File: config.mk
export PLATFORM = sky130hd
export DESIGN_NAME = stgrq_ctrl
export DESIGN_NICKNAME = d
export VERILOG_FILES = /design/src/rtl/stgrq_pkg.sv /design/src/rtl/stgrq_ctrl.sv
export SDC_FILE = /design/constraint.sdc
export NUM_CORES = 1
export LEC_CHECK = 0
export BUFFER_PORTS_ARGS = -buffer_cell sky130_fd_sc_hd__buf_2
export CAP_MARGIN = 20
export CORE_AREA = 2 2 39 41
export CTS_BUF_LIST = sky130_fd_sc_hd__clkbuf_8 sky130_fd_sc_hd__clkbuf_16
export DETAILED_ROUTE_END_ITERATION = 10
export DIE_AREA = 0 0 41 43
export PLACE_DENSITY = 0.38
export SYNTH_ARGS = -nofsm -noshare
export SYNTH_HDL_FRONTEND = slang
export SYNTH_SLANG_ARGS = --single-unit
File: constraint.sdc
create_clock -name i_clk -period 1.5 [get_ports i_clk]
set_clock_uncertainty 0.2 [all_clocks]
set_input_delay 0.15 -clock i_clk [delete_from_list [all_inputs] [get_ports i_clk]]
set_output_delay 0.15 -clock i_clk [all_outputs]
set_load 0.01 [all_outputs]
File: src/rtl/stgrq_pkg.sv
package stgrq_pkg;

    localparam int QUEUE_DEPTH = 64;
    localparam int TRACK_WIDTH = 16;
    localparam int TAG_WIDTH   = 16;
    localparam int FIELD_W     = 16;
    localparam int CNT_W       = 7;

    localparam logic KIND_ADD    = 1'b0;
    localparam logic KIND_REMOVE = 1'b1;

    typedef struct packed {
        logic               kind;
        logic [FIELD_W-1:0] track_number;
        logic [FIELD_W-1:0] request_tag;
    } t_in_item;

    typedef struct packed {
        logic               head_valid;
        logic [FIELD_W-1:0] head_track;
        logic [FIELD_W-1:0] head_tag;
        logic [CNT_W-1:0]   queue_count;
        logic               dropped;
    } t_out_item;

    typedef struct packed {
        logic capture;
        logic commit;
    } t_dp_cmd;

endpackage

File: src/rtl/stgrq_ctrl.sv
module stgrq_ctrl (
    input  logic              i_clk,
    input  logic              i_rst_n,
    input  logic              i_in_valid,
    output logic              o_in_stall,
    output logic              o_out_valid,
    input  logic              i_out_stall,
    output stgrq_pkg::t_dp_cmd o_cmd
);
    import stgrq_pkg::*;

    typedef enum logic [1:0] {
        S_IDLE  = 2'b01,
        S_WRITE = 2'b10
    } t_state;

    t_state r_state, n_state;
    logic   r_out_valid, n_out_valid;
    logic   slot_free;

    assign slot_free    = !r_out_valid || !i_out_stall;
    assign o_in_stall   = (r_state != S_IDLE);
    assign o_cmd.capture = (r_state == S_IDLE) && i_in_valid;
    assign o_cmd.commit  = (r_state == S_WRITE) && slot_free;
    assign o_out_valid  = r_out_valid;

    always_comb begin
        n_state = r_state;
        unique case (r_state)
            S_IDLE: begin
                if (i_in_valid) begin
                    n_state = S_WRITE;
                end
            end
            S_WRITE: begin
                if (slot_free) begin
                    n_state = S_IDLE;
                end
            end
            default: n_state = S_IDLE;
        endcase
    end

    always_comb begin
        n_out_valid = r_out_valid;
        if (r_out_valid && !i_out_stall) begin
            n_out_valid = 1'b0;
        end
        if (o_cmd.commit) begin
            n_out_valid = 1'b1;
        end
    end

    always_ff @(posedge i_clk) begin
        if (!i_rst_n) begin
            r_state     <= S_IDLE;
            r_out_valid <= 1'b0;
        end else begin
            r_state     <= n_state;
            r_out_valid <= n_out_valid;
        end
    end

endmodule

Word level (Yosys, flattened, before mapping) --
Cells that the tools add are included.
Cells by class: reduce and logical (&&, ||, !) cells 8, eq/ne operators 5, multiplexer cells 5
Operators by type and width (number):
- 2-bit two-way mux | 2
- 2-bit != test (second input constant) | 2
- 2-bit case mux with 2 select lines | 1
- 1-bit logical AND | 3
- 2-bit by 1-bit equality test with 1-bit output (second input constant) | 1
- 2-bit equality test (second input constant) | 1
- 1-bit logical NOT | 2
- 1-bit two-way mux | 2
- 2-bit by 1-bit != test with 1-bit output (second input constant) | 1
- 2-bit AND reduction | 1
- 2-bit nonzero test | 1
- 1-bit logical OR | 1
Storage, ports and cells: logic and storage cells 20, output and inout port bits 4, bits in registers 3, input port bits 4

Logic depth before layout (Yosys ltp) --
Gate-level depths: netlist of run 1.
depth in word-level cells 4, depth in mapped cells 3

Worst setup path after synthesis of run 1 --
No wires, ideal clock.
path kind reg2reg, from register r_state[1], to register r_state[1], path slack 0.459 ns, cell stages (with the launch flop) 3, library setup time 0.115 ns, arrival 0.726 ns, buffers on the path 0, cells stage by stage dfxtp_1 > and3b_1 > o21a_1
Between the ends: word-level cells in the longest chain between the ends 3
Ends and longest elaborated chain:
- start: declaration | line stgrq_ctrl.sv:17 | t_state r_state, n_state;
- start signal: assignment | line stgrq_ctrl.sv:59 | r_state <= n_state;
- 2-bit equality test / 2-bit by 1-bit equality test with 1-bit output (equally long branches) | line stgrq_ctrl.sv:29 | unique case (r_state)
- 2-bit != test (no source line)
- 2-bit AND reduction (no source line)
Several ways; a longest one is shown, not always the timed one. A chain may end at the register's enable or synchronous reset.

==> impl_metrics.tcl, run 1 <==
set metrics [dict create \
    status "complete, no violations" \
    cts.clk_slew.worst_paths_ns 0.03 \
    cts_hold_buffers 1 \
    drt_iter0_drc 4 \
    die_area_mm2 0.00176 \
    reg2reg_from "r_state[1]" \
    ff_latch_area_um2 60.1 \
    end_kind "output pin" \
    antenna_found_initial 0 \
    timing.final.ws_setup_ns 0.219 \
    insertion_delay_ns 0.21 \
    synth.most_common_cell "dfxtp_1" \
    via_per_inst 3.15 \
    hold_viol_final 0 \
    fin_crit_sh_pct 85.4 \
    post_cts_buffers 0 \
    portBuffers 7 \
    synth_cell_type_count 10 \
    clock-sinks 3 \
    post-place-ws_ns 0.447 \
    maxCapViolCount 0 \
    clockBufferDepth 2 \
    synth_cells 13 \
    critPathLaunchType "flip-flop" \
    grt_max_degree 5 \
    synthTopCellsByArea "dfxtp_1, nand2b_1, and4b_1" \
    drc 0 \
    clockRootBuffer "clkbuf_8" \
    dr.pass1.iters 2 \
    hold_start "i_out_stall" \
    grt.overflow.total 0 \
    yosys.area.top_type "dfxtp_1" \
    drt-total-wl_um 325 \
    core_area_mm2 0.00138 \
    cts_buffers 3 \
    required_ns 1.15 \
    period_minus_slack_ns 1.28 \
    yosys_warnings 0 \
    grt_pass1_vias 140 \
    wire_per_inst_um 8.13 \
    num_io_pins 8 \
    maxSlewViolCount 0 \
    ys_ff_latch 3 \
    die_w_um 41 \
    total_power_uw 340 \
    ir_drop_uv 598 \
    postPlaceCellArea_um2 175 \
    grt_first_pass_wirelength_um 545 \
    final_util_pct 16.6 \
    whs_path_depth 3 \
    synthFlopType "dfxtp_1" \
    gp_congestion 0.543 \
    min_path_type "in -> reg" \
    synth_common_cells "dfxtp_1, nand2b_1" \
    multiInputGateArea_um2 60.1 \
    synth_edf_count 0 \
    fp.dieH_um 43 \
    worstPathMaxFanout 4 \
    criticalPathCategory "reg -> out" \
    ff2ff_path_depth 2 \
    initial_utilization_pct 9.22 \
    tightest_slew_ns 0.135 \
    synth_top_area_share_pct 47.1 \
    r2r-end "r_state[1]" \
    cts-htree-levels 1 \
    cellPowerDensity_mw_per_mm2 1480 \
    hold-path-endpoint "o_out_valid" \
    synth_nets 17 \
    ant_nets 0 \
    post_cts_resize_count 0 \
    syn_to_final_growth_pct 80.4 \
    track_usage_pct 5.72 \
    fin_nets 29 \
    rsz0062_at_grt "no" \
    postLayoutCellArea_um2 230 \
    row_count 14 \
    r2r_slack_ns 0.44 \
    cts_tree "built" \
    yosysSeqAreaShare_pct 47.1 \
    drive_above_1_share_pct 41.7 \
    arrival_ns 0.93 \
    clock.fmax_ghz 0.781 \
    n_fill_cell 152 \
    vias 126 \
    async_flop_share_pct 0 \
    finalSetupTns_ns 0 \
    slew-limit-headroom_pct 90.9 \
    p_leak_uw 0.000114 \
    setup_viol 0 \
    syn_area_um2 128 \
    synth_area_per_cell_um2 9.82 \
    antenna_cells 0 \
]
==> layout make-up <==
class                      count  share of cell area (%)
sequential                     3                    26.1
multi-input combinational      9                    26.1
timing repair buffer           8                    19.6
clock buffer                   3                    17.9
tap                           16                    8.70
clock inverter                 1                    1.63
==> stage by stage <==
step | hold slack, ns | instances
after floorplan | 0.0300 | 13
after global placement | 0.155 | 35
after detailed placement | 0.162 | 35
after CTS | 0.0185 | 40
after global routing | 0.0328 | 40
final | 0.0207 | 40
==> critical path, stage by stage, from the launching register on <==
cell	delay [ns]
dfxtp_1	0.31
and3b_1	0.26
buf_2	0.15
==> power by group <==
part	switching, uW	internal, uW
logic	11.3	14.0
registers	2.77	84.3
clock network	53.4	174
==> state kept, by name, indices dropped and copies added, names as in the netlist <==
register and cells:
r_state 2, o_out_valid 1
==> placed cells by master (no fill, tap or decap), drive strengths merged <==
master	count
a21oi	1
inv	1
nand2b	2
o21a	1
and3b	1
and4b	1
nand2	1
dfxtp	3
o21ai	1
a21boi	1
buf	7
clkbuf	3
dlygate4sd3	1
==> worst max-delay path by stage <==
stage                     from    endpoint  slack (ns)
global route        r_state[1]    o_cmd[1]        0.17
global placement    r_state[1]    o_cmd[1]        0.45
detailed placement  r_state[0]    o_cmd[0]        0.45
floorplan           r_state[1]  r_state[1]        0.46
CTS                 r_state[1]    o_cmd[1]        0.21
finish              r_state[1]    o_cmd[1]        0.22
==> routing by layer <==
metal,up-vias,part of all wire [%],GRT usage [%]
li1,66,-,-
met1,51,43,4.81
met2,9,37,6.56
met3,0,20,7.85
met4,0,0,4.00
met5,-,0,0
==> cell families after synthesis <==
logic type / Yosys count / share of synthesized area [%]
AOI/OAI and AO/OA: 4 / 19.6
buffers and inverters: 1 / 5.88
DFF: 3 / 47.1
and+or+nand+nor: 5 / 27.4
No activity file was read; power rests on OpenSTA's default activity.
==> run 2, diff against run 1 <==
--- a/config.mk
+++ b/config.mk
@@ -5,7 +5,7 @@
 export SDC_FILE = /design/constraint.sdc
 export NUM_CORES = 1
 export LEC_CHECK = 0
-export BUFFER_PORTS_ARGS = -buffer_cell sky130_fd_sc_hd__buf_2
+export BUFFER_PORTS_ARGS = -buffer_cell sky130_fd_sc_hd__buf_4
 export CAP_MARGIN = 20
 export CORE_AREA = 2 2 39 41
 export CTS_BUF_LIST = sky130_fd_sc_hd__clkbuf_8 sky130_fd_sc_hd__clkbuf_16
==> impl_metrics.tcl, run 2 (synthesized netlist as in run 1, its figures left out) <==
set metrics [dict create \
    min_path_type "in -> reg" \
    wire_per_inst_um 7.73 \
    clock.fmax_ghz 0.780 \
    cts_tree "built" \
    arrival_ns 0.93 \
    met1_length_um 160 \
    drc 0 \
    num_io_pins 8 \
    final_common_cell "buf_4" \
    dr.pass1.iters 2 \
    status "complete, no violations" \
    largest_reg_flops 2 \
    clockBufferDepth 2 \
    grt_max_degree 5 \
    hold_viol_final 0 \
    fin_crit_sh_pct 85.5 \
    top_register "r_state" \
    cellPowerDensity_mw_per_mm2 1380 \
    initial_utilization_pct 9.22 \
    criticalPathCategory "reg -> out" \
    setup_viol 0 \
    dp.final_hpwl_um 221 \
    end_kind "output pin" \
    drt-total-wl_um 309 \
    core_area_mm2 0.00138 \
    die_area_mm2 0.00176 \
    drt_iter0_drc 3 \
    ff_latch_area_um2 60.1 \
    syn_to_final_growth_pct 94.1 \
    highest_layer "met3" \
    grt.overflow.total 0 \
    grt_first_pass_wirelength_um 400 \
    period_minus_slack_ns 1.28 \
    multiInputGateArea_um2 60.1 \
    cts-htree-levels 1 \
    maxSlewViolCount 0 \
    clockRootBuffer "clkbuf_8" \
    final_util_pct 17.9 \
    finalSetupTns_ns 0 \
    vias 125 \
    ant_nets 0 \
    antenna_found_initial 0 \
    row_count 14 \
    n_fill_cell 157 \
    die_w_um 41 \
    ir_drop_uv 551 \
    rsz0062_at_grt "no" \
    wl_met2_um 109 \
    final_cell_mix "buf_4, clkbuf_8, dfxtp_1, nand2b_1" \
    critPathLaunchType "flip-flop" \
    drive_above_1_share_pct 41.7 \
    fp.dieH_um 43 \
    portBuffers 7 \
    required_ns 1.15 \
    cts.clk_slew.worst_paths_ns 0.03 \
    grt_pass1_vias 114 \
    clock-sinks 3 \
    post_cts_buffers 0 \
    fin_cells 40 \
    maxCapViolCount 0 \
    slew-limit-headroom_pct 91.0 \
    gp_congestion 0.584 \
    via_per_inst 3.13 \
    insertion_delay_ns 0.21 \
    antenna_cells 0 \
    post-place-ws_ns 0.442 \
    timing.final.ws_setup_ns 0.217 \
    worstPathMaxFanout 4 \
    dp_cells 35 \
    dr_wl_met3_um 39 \
    p_leak_uw 0.000117 \
    cts_buffers 3 \
    tightest_slew_ns 0.133 \
    track_usage_pct 4.01 \
    fin_nets 29 \
]
## run 2: cell count changes in the layout (fill, tap and decap cells not counted)
cell,before,now
buf_2,7,0
buf_4,0,7
## run 2: per-stage QoR
step	hold WS [ns]	total power (uW)	area [um^2]
2_1_floorplan	0.0300	100	128
3_3_place_gp	0.144	117	193
5_1_grt	0.0505	359	248
4_1_cts	0.0293	351	248
3_5_place_dp	0.151	117	193
6_report	0.0300	341	248
## run 2: what timing repair did
action | CTS | global route
resized for setup | 0 | 0
endpoints found under the hold margin | 2 | 0
hold buffers | 1 | 0
## run 2: worst max-delay path, stage by stage, from the launching register on
cell and delay [ns]:
dfxtp_1 0.31, nand2b_1 0.16, a21oi_1 0.12, buf_4 0.13
## run 2: layer usage
layer	track usage (%)	up-vias
li1	-	68
met1	4.81	50
met2	3.13	7
met3	3.14	0
met4	6.00	0
met5	0	-
## run 2: report_power, final
group / total, uW / internal (uW) / switching, uW
registers: 87.3 / 84.4 / 2.92
clock network: 223 / 174 / 49.3
logic: 30.7 / 19.3 / 11.5
total: 341 / 277 / 63.6
## run 2: path summary, 6_finish.rpt
check	from	endpoint	slack (ns)	depth (start not counted)
setup / recovery	r_state[0]	o_cmd[0]	0.22	3
hold / removal	i_out_stall	o_out_valid	0.03	3
setup reg to reg	r_state[1]	r_state[1]	0.45	2
hold reg to reg	o_out_valid	o_out_valid	0.31	2
## run 2: final cells by class
class,instances,area share [%]
Tap cell,16,8.08
Clock buffer,3,16.7
Clock inverter,1,1.52
Sequential cell,3,24.2
Multi-Input combinational cell,9,24.2
Timing Repair Buffer,8,25.3
